[src/rtl/core/rrs_pkg.sv]
package rrs_pkg;

    // main pipeline
    localparam int NUM_STAGES = 24;
    localparam int LAST_STAGE = NUM_STAGES - 1;

    // reciprocal of the index: 2^32 / ior, one quotient bit per step
    localparam int DIV_BITS   = 33;
    localparam int DIV_STEPS  = 4;
    localparam int DIV_STAGES = (DIV_BITS + DIV_STEPS - 1) / DIV_STEPS;

    // square root of the discriminant, one root bit per step
    localparam int SQ_BITS    = 32;
    localparam int SQ_STEPS   = 4;
    localparam int SQ_STAGES  = SQ_BITS / SQ_STEPS;

    // stages that do work in the main pipeline
    localparam int ST_ETA     = DIV_STAGES;        // reciprocal is ready
    localparam int ST_ETA2    = ST_ETA + 1;
    localparam int ST_DISC    = ST_ETA2 + 1;       // feeds the root unit
    localparam int ST_K       = ST_DISC + SQ_STAGES + 1;
    localparam int ST_KN      = ST_K + 1;
    localparam int ST_SUM     = ST_KN + 1;

    typedef struct packed {
        logic [2:0][15:0]   inc;
        logic [2:0][16:0]   nrm;
        logic [2:0][31:0]   prod;
        logic signed [33:0] c28;
        logic               leaving;
        logic [15:0]        ior;
        logic [31:0]        m;
        logic [63:0]        msq;
        logic signed [25:0] rc;
        logic [31:0]        eta;
        logic signed [23:0] om;
        logic [39:0]        eta2;
        logic signed [58:0] ecp;
        logic [2:0][48:0]   sa;
        logic signed [63:0] disc;
        logic               tx;
        logic signed [34:0] ec;
        logic signed [35:0] k;
        logic [2:0][52:0]   kn;
        logic [2:0][58:0]   sum;
        logic [2:0][15:0]   res;
    } t_ray;

endpackage

[src/rtl/core/rrs_recip.sv]
module rrs_recip import rrs_pkg::*; (
    input  logic        i_clk,
    input  logic        i_en,
    input  logic [15:0] i_ior,
    output logic [31:0] o_eta
);

    logic [15:0] r_ior [DIV_STAGES];
    logic [15:0] r_rem [DIV_STAGES];
    logic [32:0] r_quo [DIV_STAGES];
    logic [15:0] n_ior [DIV_STAGES];
    logic [15:0] n_rem [DIV_STAGES];
    logic [32:0] n_quo [DIV_STAGES];

    always_comb begin
        logic [15:0] v_ior;
        logic [15:0] v_rem;
        logic [32:0] v_quo;
        logic [16:0] v_trial;
        int          v_b;
        for (int s = 0; s < DIV_STAGES; s++) begin
            if (s == 0) begin
                v_ior = i_ior;
                v_rem = '0;
                v_quo = '0;
            end else begin
                v_ior = r_ior[s-1];
                v_rem = r_rem[s-1];
                v_quo = r_quo[s-1];
            end
            for (int t = 0; t < DIV_STEPS; t++) begin
                v_b = DIV_BITS - 1 - s * DIV_STEPS - t;
                if (v_b >= 0) begin
                    // numerator is a single one at the top bit
                    v_trial = {v_rem, 1'(v_b == DIV_BITS - 1)};
                    if (v_trial >= {1'b0, v_ior}) begin
                        v_rem = 16'(v_trial - {1'b0, v_ior});
                        v_quo = {v_quo[31:0], 1'b1};
                    end else begin
                        v_rem = v_trial[15:0];
                        v_quo = {v_quo[31:0], 1'b0};
                    end
                end
            end
            n_ior[s] = v_ior;
            n_rem[s] = v_rem;
            n_quo[s] = v_quo;
        end
    end

    always_ff @(posedge i_clk) begin
        if (i_en) begin
            r_ior <= n_ior;
            r_rem <= n_rem;
            r_quo <= n_quo;
        end
    end

    // saturate 2^32 to all ones
    assign o_eta = r_quo[DIV_STAGES-1][32] ? '1 : r_quo[DIV_STAGES-1][31:0];

endmodule

[config.mk]
export PLATFORM = sky130hd
export DESIGN_NAME = rrs_recip
export DESIGN_NICKNAME = d
export VERILOG_FILES = /design/src/rtl/core/rrs_pkg.sv /design/src/rtl/core/rrs_recip.sv
export SDC_FILE = /design/constraint.sdc
export NUM_CORES = 2
export LEC_CHECK = 0
export BUFFER_PORTS_ARGS = -buffer_cell sky130_fd_sc_hd__buf_4
export CAP_MARGIN = 15
export CORE_MARGIN = 5
export CORE_UTILIZATION = 25
export DETAILED_ROUTE_END_ITERATION = 8
export MAX_ROUTING_LAYER = met4
export PLACE_DENSITY = 0.38
export SETUP_SLACK_MARGIN = 0.05
export SLEW_MARGIN = 20
export SYNTH_ARGS = -nofsm -noshare
export SYNTH_HDL_FRONTEND = slang
export SYNTH_SLANG_ARGS = --single-unit
[constraint.sdc]
create_clock -name i_clk -period 13 [get_ports i_clk]
set_clock_uncertainty 0.15 [all_clocks]
set_input_delay 3.25 -clock i_clk [delete_from_list [all_inputs] [get_ports i_clk]]
set_output_delay 3.25 -clock i_clk [all_outputs]
set_load 0.02 [all_outputs]
# Word level (Yosys, flattened, before mapping)
# Cells that the tools add are included.
[op_classes]
n_mux = 66
magnitude_cmp = 33
add_sub_neg = 32
[ops]
columns = ["op", "count"]
rows = [
  [">= comparator 17 x 16 -> 1 bit", 32],
  ["2-to-1 mux 16 bit", 32],
  ["subtractor 16 bit", 31],
  ["2-to-1 mux 1 bit", 33],
  ["2-to-1 mux 32 bit", 1],
  [">= comparator 1 x 16 -> 1 bit (first input constant)", 1],
  ["subtractor 1 x 16 -> 16 bit (first input constant)", 1],
]
[totals]
out_inout_bits = 32
regBits = 433
elab_cells = 164
input_bits = 18

# Depth between registers and ports, before layout
[logic_depth]
depth_word = 8
depth_mapped = 49
ltp_nobuf = 44

# Worst setup path after synthesis
# Ideal clock, no wire load.
[synth_path]
kind = "input to register"
from = "in i_ior[1]"
to = "reg r_rem[135] (netlist name) (data pin)"
t_arrival_ns = 11.447
required_ns = 12.590
setup_time_ns = 0.260
n_path_buf = 4
stages = 39
path_slack_ns = 1.143
path_cell_list = "clkbuf_1 inv_1 ha_1 a21oi_1 nor2_1 and2_1 ha_1 or4_1 o211ai_1 and3_1 o21ai_0 nor2_1 inv_1 clkbuf_1 and2_1 ha_1 nor2b_1 o21ai_0 [3 not listed] o41ai_1 nand2b_1 nor2_1 clkinv_1 a21oi_1 ha_1 o21ai_0 a21boi_0 o211ai_1 a21o_1 a31oi_1 a211o_1 a21oi_1 nand2b_1 and3_1 clkbuf_1 buf_2 mux2_2"
[synth_rtl]
columns = ["element", "line", "text"]
rows = [
  ["from (decl)", "rrs_recip.sv:4", "input logic [15:0] i_ior,"],
  ["to (signal assigned)", "rrs_recip.sv:54", "r_rem <= n_rem;"],
  ["to (decl)", "rrs_recip.sv:9", "logic [15:0] r_rem [DIV_STAGES];"],
]

==> impl_metrics.yaml <==
status:
  status: "completed"
cts:
  clk_latency_ps: 660
  cts-root-buf: "clkbuf_16"
  cts_tree: "yes"
  htreeDepth: 2
  cts_buffer_depth: 3
  clk_pin_slew_ps: 60
  cts_buffers: 57
  post-cts-setup-buffers: 0
  cts.sinks: 433
detailed_routing:
  firstDrtPassIters: 6
  viasPerCell: 4.87
  wl_um: 126000
  first_iter_violations: 1920
  wl_per_cell_um: 19.0
  final_antenna_net_count: 0
  vias: 32300
  drc: 0
die:
  start_util_pct: 25.2
  core_um2: 163000
  die_height_um: 415
  die_x_um: 415
  rows: 148
  dieArea_um2: 172000
  io_pins: 50
logic_synthesis:
  synthFlopType: "edfxtp_1"
  syn-instance-count: 4305
  synth_top_family_by_area: "compound AO/OA/AOI/OAI gates"
  syn_area_um2: 41000
  syn-num-nets: 4818
  async_reset_ff_share_pct: 0
  yosysTopAreaCell: "edfxtp_1"
  synth_cell_types: 97
  synth_adder_area_share_pct: 15.2
  ys_top_cells_by_area: "edfxtp_1, ha_1, mux2_2"
  synth_edf_count: 433
  synth-seq-cells: 433
  synth-seq-area-share_pct: 31.7
  synth_top_area_share_pct: 31.7
  synth-simple-area-share_pct: 14.0
  synth_compound_area_share_pct: 19.1
  synthesis.yosys.warnings: 0
  muxShareOfSynthArea_pct: 8.72
  synth_area_per_cell_um2: 9.52
  synth_xor_area_share_pct: 8.06
sta:
  tightest_slew_ps: 995
  rsz0062_at_grt: "yes"
  max_slew_margin_pct: 33.2
  period_needed_ps: 12120
  slew_viol_final: 0
  fmax_ghz: 0.0825
  hold_violations: 0
  tns_ps: 0
  finalSetupViolCount: 0
  fin_crit_sh_pct: 93.2
run:
  maxCapViolCount: 0
worst_hold_path:
  hp-class: "reg -> reg"
global_route:
  grt_first_pass_wirelength_um: 193000
  grt_max_degree: 152
  grt_overflow: 0
  antenna_found_initial: 0
  grt_pass1_vias: 32000
  grt_use_total_pct: 14.5
place:
  dp_hpwl_um: 102000
  finalWeightedCongestion: 0.842
  io_buffers: 49
finish:
  final_net_count: 4934
  area_growth_pct: 13.0
  drive_above_1_share_pct: 13.7
worst_setup_path:
  worstSetupEndpointType: "register"
  critPathArrivalTime_ps: 12350
  startpoint_type: "register"
  worstPathRequired_ps: 13230
  worst_path_max_delay_cell: "o41ai_1"
  setup.worst_path.class: "reg -> reg"
  cp_slowest_stage_delay_ps: 590
  cp_max_fo: 16
state kept, by name, indices dropped and copies added, names as in the netlist:
signal and flops:
r_quo 177, n_ior 128, r_rem 128
stage by stage:
step | setup WS [ps] | utilization (%) | hold slack, ps | cells | instance area, um2
2_1_floorplan | 1140 | - | 250 | 4305 | 41000
3_3_place_gp | 511 | 27.3 | 251 | 6537 | 44400
3_5_place_dp | 497 | 27.3 | 255 | 6537 | 44400
4_1_cts | 486 | 28.4 | 243 | 6641 | 46300
5_1_grt | 11.4 | 28.4 | 250 | 6641 | 46300
6_report | 881 | 28.4 | 254 | 6643 | 46300
area by class of cell:
class / instances / area (um2)
sequential: 433 / 13000
multi-input combinational: 3543 / 26700
tap: 2175 / 2720
fill: 17200 / 116000
clock inverter: 43 / 449
clock buffer: 61 / 1440
antenna: 2 / 5.00
timing repair buffer: 123 / 968
inverter: 263 / 987
critical path, delay by kind of cell (launching register included):
| family | cells | cell delay (ps) |
|---|---|---|
| compound gates | 22 | 6010 |
| fa+ha+maj | 4 | 1480 |
| buf+inv | 4 | 960 |
| flops | 1 | 390 |
| mux | 4 | 1480 |
| simple gates | 7 | 1330 |
per-layer routing:
metal	GRT usage, %	wire length, um
met5	-	0
met4	3.09	2760
met3	1.25	3040
met2	25.0	61100
met1	18.6	59400
synthesized netlist by cell type, types with 34 or more instances:
library cell,number
nand2_1,268
a31oi_1,35
nand2b_1,65
a21oi_1,337
inv_1,252
clkbuf_1,39
nand3_1,102
o21ai_0,217
nor3_1,97
ha_1,488
a21o_1,170
nor2_1,306
and2_1,36
xor2_1,126
xnor2_1,251
mux2_2,264
o21bai_1,58
a211oi_1,34
nor2b_1,62
or2_2,58
nand4_1,63
edfxtp_1,433
o21a_1,80
placed cells by master (no fill, tap or decap), types with 12 or more instances in the layout:
master / count
nor2b_1: 62
mux2_2: 264
xnor2_1: 251
and3_1: 31
xor2_1: 126
nand3_1: 102
mux2_4: 14
clkinv_2: 12
a211o_1: 17
o21a_1: 80
inv_1: 252
o21ai_0: 217
nand4_1: 63
mux2_1: 17
mux2i_1: 20
nor4_1: 26
a211oi_1: 33
o41ai_1: 13
a31o_2: 15
buf_4: 119
a21oi_1: 337
ha_1: 488
o211ai_1: 17
or2_2: 58
nor2_1: 306
or3_1: 24
a21boi_0: 12
o21bai_1: 58
and2_1: 35
o31ai_1: 31
a31oi_1: 34
a41oi_1: 12
clkbuf_16: 57
o31a_1: 17
nand2_1: 268
edfxtp_1: 433
a21o_1: 170
nand2b_1: 65
nor3_1: 97
path summary, 6_finish.rpt:
kind	startpoint	endpoint	slack (ps)	cells past startpoint
setup reg to reg	n_ior[90]	r_rem[95]	880	41
setup / recovery	n_ior[90]	r_rem[95]	880	41
hold / removal	r_quo[110]	r_quo[81]	250	0
hold reg to reg	r_quo[110]	r_quo[81]	250	0
logic make-up (layout without fill, tap and decap cells):
| family | after synthesis | count (layout) |
|---|---|---|
| AOI/OAI and AO/OA | 1181 | 1181 |
| and+or+nand+nor | 1175 | 1175 |
| adders and majority gates | 495 | 495 |
| DFF | 433 | 433 |
| xor gates and xnor gates | 377 | 377 |
| buffers and inverters | 329 | 490 |
| muxes | 315 | 315 |
| other | 0 | 2 |
what timing repair did:
action	4_1_cts	5_1_grt
hold buffers	0	0
resized for setup	0	3
endpoints found under the setup margin	0	24
Power is not shown: default switching activity piles up to over one toggle a cycle in this logic, so the estimate is an artifact.
