`src/rtl/core/rrs_pkg.sv`:
```
package rrs_pkg;

    // main pipeline
    localparam int NUM_STAGES = 24;
    localparam int LAST_STAGE = NUM_STAGES - 1;

    // reciprocal of the index: 2^32 / ior, one quotient bit per step
    localparam int DIV_BITS   = 33;
    localparam int DIV_STEPS  = 4;
    localparam int DIV_STAGES = (DIV_BITS + DIV_STEPS - 1) / DIV_STEPS;

    // square root of the discriminant, one root bit per step
    localparam int SQ_BITS    = 32;
    localparam int SQ_STEPS   = 4;
    localparam int SQ_STAGES  = SQ_BITS / SQ_STEPS;

    // stages that do work in the main pipeline
    localparam int ST_ETA     = DIV_STAGES;        // reciprocal is ready
    localparam int ST_ETA2    = ST_ETA + 1;
    localparam int ST_DISC    = ST_ETA2 + 1;       // feeds the root unit
    localparam int ST_K       = ST_DISC + SQ_STAGES + 1;
    localparam int ST_KN      = ST_K + 1;
    localparam int ST_SUM     = ST_KN + 1;

    typedef struct packed {
        logic [2:0][15:0]   inc;
        logic [2:0][16:0]   nrm;
        logic [2:0][31:0]   prod;
        logic signed [33:0] c28;
        logic               leaving;
        logic [15:0]        ior;
        logic [31:0]        m;
        logic [63:0]        msq;
        logic signed [25:0] rc;
        logic [31:0]        eta;
        logic signed [23:0] om;
        logic [39:0]        eta2;
        logic signed [58:0] ecp;
        logic [2:0][48:0]   sa;
        logic signed [63:0] disc;
        logic               tx;
        logic signed [34:0] ec;
        logic signed [35:0] k;
        logic [2:0][52:0]   kn;
        logic [2:0][58:0]   sum;
        logic [2:0][15:0]   res;
    } t_ray;

endpackage

```
`src/rtl/core/rrs_isqrt.sv`:
```
module rrs_isqrt import rrs_pkg::*; (
    input  logic        i_clk,
    input  logic        i_en,
    input  logic [63:0] i_rad,
    output logic [31:0] o_root
);

    logic [63:0] r_rad  [SQ_STAGES];
    logic [35:0] r_rem  [SQ_STAGES];
    logic [31:0] r_root [SQ_STAGES];
    logic [63:0] n_rad  [SQ_STAGES];
    logic [35:0] n_rem  [SQ_STAGES];
    logic [31:0] n_root [SQ_STAGES];

    always_comb begin
        logic [63:0] v_rad;
        logic [35:0] v_rem;
        logic [31:0] v_root;
        logic [35:0] v_trial;
        int          v_j;
        for (int s = 0; s < SQ_STAGES; s++) begin
            if (s == 0) begin
                v_rad  = i_rad;
                v_rem  = '0;
                v_root = '0;
            end else begin
                v_rad  = r_rad[s-1];
                v_rem  = r_rem[s-1];
                v_root = r_root[s-1];
            end
            for (int t = 0; t < SQ_STEPS; t++) begin
                v_j = s * SQ_STEPS + t;
                // bring down the next pair of radicand bits
                v_rem   = {v_rem[33:0], v_rad[63 - 2 * v_j -: 2]};
                v_trial = 36'({v_root, 2'b01});
                if (v_rem >= v_trial) begin
                    v_rem  = v_rem - v_trial;
                    v_root = {v_root[30:0], 1'b1};
                end else begin
                    v_root = {v_root[30:0], 1'b0};
                end
            end
            n_rad[s]  = v_rad;
            n_rem[s]  = v_rem;
            n_root[s] = v_root;
        end
    end

    always_ff @(posedge i_clk) begin
        if (i_en) begin
            r_rad  <= n_rad;
            r_rem  <= n_rem;
            r_root <= n_root;
        end
    end

    assign o_root = r_root[SQ_STAGES-1];

endmodule

```
`config.mk`:
```
export PLATFORM = sky130hd
export DESIGN_NAME = rrs_isqrt
export DESIGN_NICKNAME = d
export VERILOG_FILES = /design/src/rtl/core/rrs_pkg.sv /design/src/rtl/core/rrs_isqrt.sv
export SDC_FILE = /design/constraint.sdc
export NUM_CORES = 2
export LEC_CHECK = 0
export BUFFER_PORTS_ARGS = -buffer_cell sky130_fd_sc_hd__buf_2
export CAP_MARGIN = 20
export CORE_MARGIN = 5
export CORE_UTILIZATION = 34
export CTS_CLUSTER_DIAMETER = 40
export DETAILED_ROUTE_END_ITERATION = 7
export PLACE_DENSITY = 0.51
export SETUP_SLACK_MARGIN = 0.02
export SYNTH_ARGS = -nofsm -noshare
export SYNTH_HDL_FRONTEND = slang
export SYNTH_SLANG_ARGS = --single-unit
```
`constraint.sdc`:
```
create_clock -name i_clk -period 12.2 [get_ports i_clk]
set_clock_uncertainty 0.05 [all_clocks]
set_input_delay 1.22 -clock i_clk [delete_from_list [all_inputs] [get_ports i_clk]]
set_output_delay 1.22 -clock i_clk [all_outputs]
set_load 0.02 [all_outputs]
```
**After elaboration in Yosys (flattened, before gate mapping)**

Index checks and enable logic that the tools add are counted.

- Flip-flop bits (word level): 606
- Input bits: 66
- Logic and storage cells: 148

- Add/subtract/negate cells: 31
- Order comparisons: 32
- Multiplexer cells: 63

Operators with widths:

| cell | number |
|---|---|
| $mux 34 | 31 |
| $ge 36x10->1 | 1 |
| $ge 36x11->1 | 1 |
| $ge 36x12->1 | 1 |
| $ge 36x13->1 | 1 |
| $ge 36x14->1 | 1 |
| $ge 36x15->1 | 1 |
| $ge 36x16->1 | 1 |
| $ge 36x17->1 | 1 |
| $ge 36x18->1 | 1 |
| $ge 36x19->1 | 1 |
| $ge 36x20->1 | 1 |
| $ge 36x21->1 | 1 |
| $ge 36x22->1 | 1 |
| $ge 36x23->1 | 1 |
| $ge 36x24->1 | 1 |
| $ge 36x25->1 | 1 |
| $ge 36x26->1 | 1 |
| $ge 36x27->1 | 1 |
| $ge 36x28->1 | 1 |
| $ge 36x29->1 | 1 |
| $ge 36x3->1 | 1 |
| $ge 36x30->1 | 1 |
| $ge 36x31->1 | 1 |
| 41 further kinds | 72 |

**Logic depth before layout (Yosys ltp)**

- Depth in word-level cells: 8
- Mapped depth: 67

**Worst setup path before layout**

OpenSTA, ideal clock, no wires.

- Path type: reg-to-reg
- Start point: register r_rem[95] (netlist name)
- End point: register r_rem[50] (netlist name), data pin
- Arrival: 11.830 ns
- Slack: 0.060 ns
- Cell stages (with the launch flop): 54
- Path buffers: 10
- Path through: edfxtp_1 > ha_1 > clkbuf_1 > and4_1 > nand2_1 > nor4_1 > o2111ai_1 > and3_1 > nand2_1 > clkbuf_1 > clkbuf_1 > nor2_1 > nor2_1 > ha_1 > clkbuf_1 > and3_1 > and4_1 > nand4_1 > [... 18 more ...] > a221o_1 > a221oi_1 > o21ai_0 > o21ai_0 > nand4b_1 > clkbuf_1 > buf_1 > clkbuf_1 > a21oi_1 > ha_1 > nor4bb_1 > a2111oi_0 > o21a_1 > a31o_2 > and3_1 > nand2_1 > clkbuf_1 > mux2_2

RTL lines:

| item | line | RTL |
|---|---|---|
| start: declaration | rrs_isqrt.sv:9 | `logic [35:0] r_rem [SQ_STAGES];` |
| start signal: assignment | rrs_isqrt.sv:52 | `r_rem <= n_rem;` |

==> summary.md <==
| Metric | Value |
|---|---|
| Startpoint types | `flip-flop` |
| CP Capture Type | `flip-flop` |
| Synth area leader | `edfxtp_1` |
| Core area | `190000 µm²` |
| R2R depth | `52` |
| Top-area cell type share of the netlist area | `28.0%` |
| Worst-path clk slew | `0.06 ns` |
| Clock tree buffer depth | `3` |
| Slowest library cell on the worst path | `o21ai_0` |
| Crit Path Class | `flip-flop to flip-flop` |
| Synthesis-to-layout area growth | `14.4%` |
| Max Slew Vio Count | `0` |
| # DRC | `0` |
| First-pass GRT wire length | `346000 µm` |
| Final WL | `227000 µm` |
| Root Driver | `clkbuf_16` |
| Worst slack, placed | `0.0101 ns` |
| Chip Width | `447 µm` |
| Critical path's largest stage delay | `0.51 ns` |
| EDFF count, synth | `606` |
| Syn_area_per_cell | `8.24 µm²` |
| Status | `finished, final reports clean` |
| Rows | `160` |
| Flop pwr share | `13.7%` |
| Area after DPL | `69800 µm²` |
| Slew @ Worst Pin | `1.03 ns` |
| Routed len/inst | `21.1 µm` |
| Cell mode on critical path | `a21o_1` |
| Top post-synthesis cells by count | `770 x nor2_1, 729 x a21oi_1, 696 x nand2_1, 606 x edfxtp_1, 560 x ha_1` |
| FILL cells | `19200` |
| Drt pass-1 iters | `8` |
| Critical Path AT | `12.04 ns` |
| Top-count cell post-synth | `nor2_1` |
| Hold path startpoint | `n_rad[410]` |
| Post-synth top flop | `edfxtp_1` |
| Crit path required time | `12.62 ns` |
| Worst Hold Path EP | `n_rad[346]` |
| Type of the tightest min-delay check | `flip-flop to flip-flop` |
| Comb power frac | `74.4%` |
| Syn. warnings | `0` |
| Largest net degree at the start of global routing | `158` |
| Sequential fraction of the synthesis area | `28.0%` |
| Fin nets | `8772` |
| Routed vias | `60700` |
| Worst r2r src | `r_root[72]` |
| CTS Sinks | `606` |
| H-tree depth | `3` |
| Fmax | `0.0861 GHz` |
| Initial DRC count | `4563` |
| Yosys cell types | `114` |
| Post-Route Setup TNS | `0 ns` |
| Worst Path Max Fanout | `23` |
| NetSw | `13000 µW` |
| Detail Placement HPWL | `185000 µm` |
| Max-Cap Viols | `0` |
| Int Power | `13000 µW` |
| Final hold violation count | `0` |
| Synthesized instance count | `7882` |
| Max rail drop VDD | `357 µV` |
| DIE HEIGHT | `447 µm` |
| Clock network power share | `11.9%` |
| Cts bufs inserted | `112` |
| Synthesis-stage register bit count | `606` |
| IO Count | `98` |
| Reg2Reg Setup Slack | `0.58 ns` |
| Initial antenna violation count | `5` |
| Final setup violating endpoints | `0` |
| # hold bufs at CTS | `0` |
| Initial Util | `34.2%` |
| Total Routing Usage GR | `21.9%` |
| CTS tree | `built` |
| Crit path time final | `11.62 ns` |
| Mapped cell area | `64900 µm²` |
| IO buf count | `97` |
| Clk_lat worst skew | `0.75 ns` |
| Top post-synthesis cells by area | `edfxtp_1 28%, ha_1 11%, xnor2_1 6.9%` |
| Reg2reg end | `r_rem[48]` |
| Hold Crit Depth | `0` |
| Post-synth ARST share | `0%` |
| Power per standard cell area | `350 nW/µm²` |
| Remaining Overflow, GRT | `0` |
| Number of global-route vias before repair | `58300` |
| Net Sw Frac | `50.1%` |
| Die area | `200000 µm²` |
| Vias/cell | `5.64` |
| Hold_ws | `0.346 ns` |
| Layout cell share with drive strength beyond 1 | `11.2%` |
| Routability cong. | `0.931` |
| Slew HR | `31.3%` |
| Total power | `26000 µW` |
| Leak pwr | `0.0302 µW` |
| Detail Route Antenna Nets | `0` |
| Design area | `74300 µm²` |
| Final setup margin | `0.579 ns` |
| Final worst-path cycle share | `95.3%` |
## stage by stage
step	instances	utilization, %
after detailed placement	10500	36.8
after CTS	10700	38.8
after global routing	10800	39.1
final	10800	39.1
after floorplan	7884	-
after global placement	10500	36.8
## power groups by stage
stage	logic (µW)	clock network (µW)	registers (µW)
2_1_floorplan	13800	0	3350
4_1_cts	19100	3190	3550
3_5_place_dp	18900	0	3590
5_1_grt	21300	3290	3590
3_3_place_gp	19000	0	3590
6_report	19300	3100	3550
## final cells by class
class / instances / area [µm²] / share of cell area (%)
inverter: 384 / 1460 / 1.96
timing repair buffer: 410 / 3030 / 4.08
clock inverter: 90 / 995 / 1.34
tap: 2511 / 3140 / 4.23
antenna: 1 / 2.50 / 0.00337
clock buffer: 119 / 2850 / 3.84
multi-input combinational: 6632 / 44600 / 60.0
sequential: 606 / 18200 / 24.5
## per-layer routing
layer / GRT usage (%) / routed length [µm] / vias up / part of all wire [%]
met5: 0 / 0 / - / 0
met4: 6.45 / 7020 / 0 / 3.1
met2: 38.3 / 110000 / 1433 / 48
li1: - / - / 29900 / -
met1: 28.5 / 102000 / 29100 / 45
met3: 2.01 / 8770 / 296 / 3.9
## placed cells by master (no fill, tap or decap), types with 298 or more instances in the layout
master / count
nand2_1: 694
edfxtp_1: 606
nor2_1: 766
inv_1: 361
ha_1: 542
a21o_1: 319
a21oi_1: 720
xnor2_1: 508
buf_4: 298
o21ai_0: 432
## logic make-up after synthesis
group	Yosys count	synth area share, %
AND/OR/NAND/NOR	2858	21.9
AO/OA/AOI/OAI	2329	23.2
XOR/XNOR	777	10.5
buffers and inverters	646	3.85
flip-flops	606	28.0
adder cells (fa/ha/maj)	560	10.8
multiplexers	105	1.81
other	1	0.00577
## sequential cells by signal (all words and copies together) (netlist names)
| signal | cells |
|---|---|
| r_rem | 238 |
| o_root | 32 |
| n_rad | 224 |
| r_root | 112 |
## worst max-delay path: cells and delay by family, from the launching register on
family	cells	cell delay (ns)
and+or+nand+nor	23	3.81
DFF	1	0.49
muxes	1	0.37
adders and majority gates	4	1.38
buffers and inverters	8	1.43
xor gates and xnor gates	1	0.15
AOI/OAI and AO/OA	15	3.60
## what timing repair did
action,4_1_cts,5_1_grt
cloned,0,2
endpoints found under the setup margin,14,125
pin swaps,0,9
resized for setup,2,117
setup buffers,2,20
endpoints found under the hold margin,0,0
## worst max path at each step
stage                     startpoint         to  slack [ns]  cells after the start
after global routing      r_root[82]  r_rem[67]       -0.02                     57
final                     r_root[72]  r_rem[48]        0.58                     52
after detailed placement  r_root[84]  r_rem[69]        0.01                     56
after CTS                 r_root[85]  r_rem[47]        0.04                     55
after floorplan            r_rem[95]  r_rem[50]        0.06                     53
after global placement    r_root[84]  r_rem[69]        0.09                     56
(Power assumes the default switching activity.)
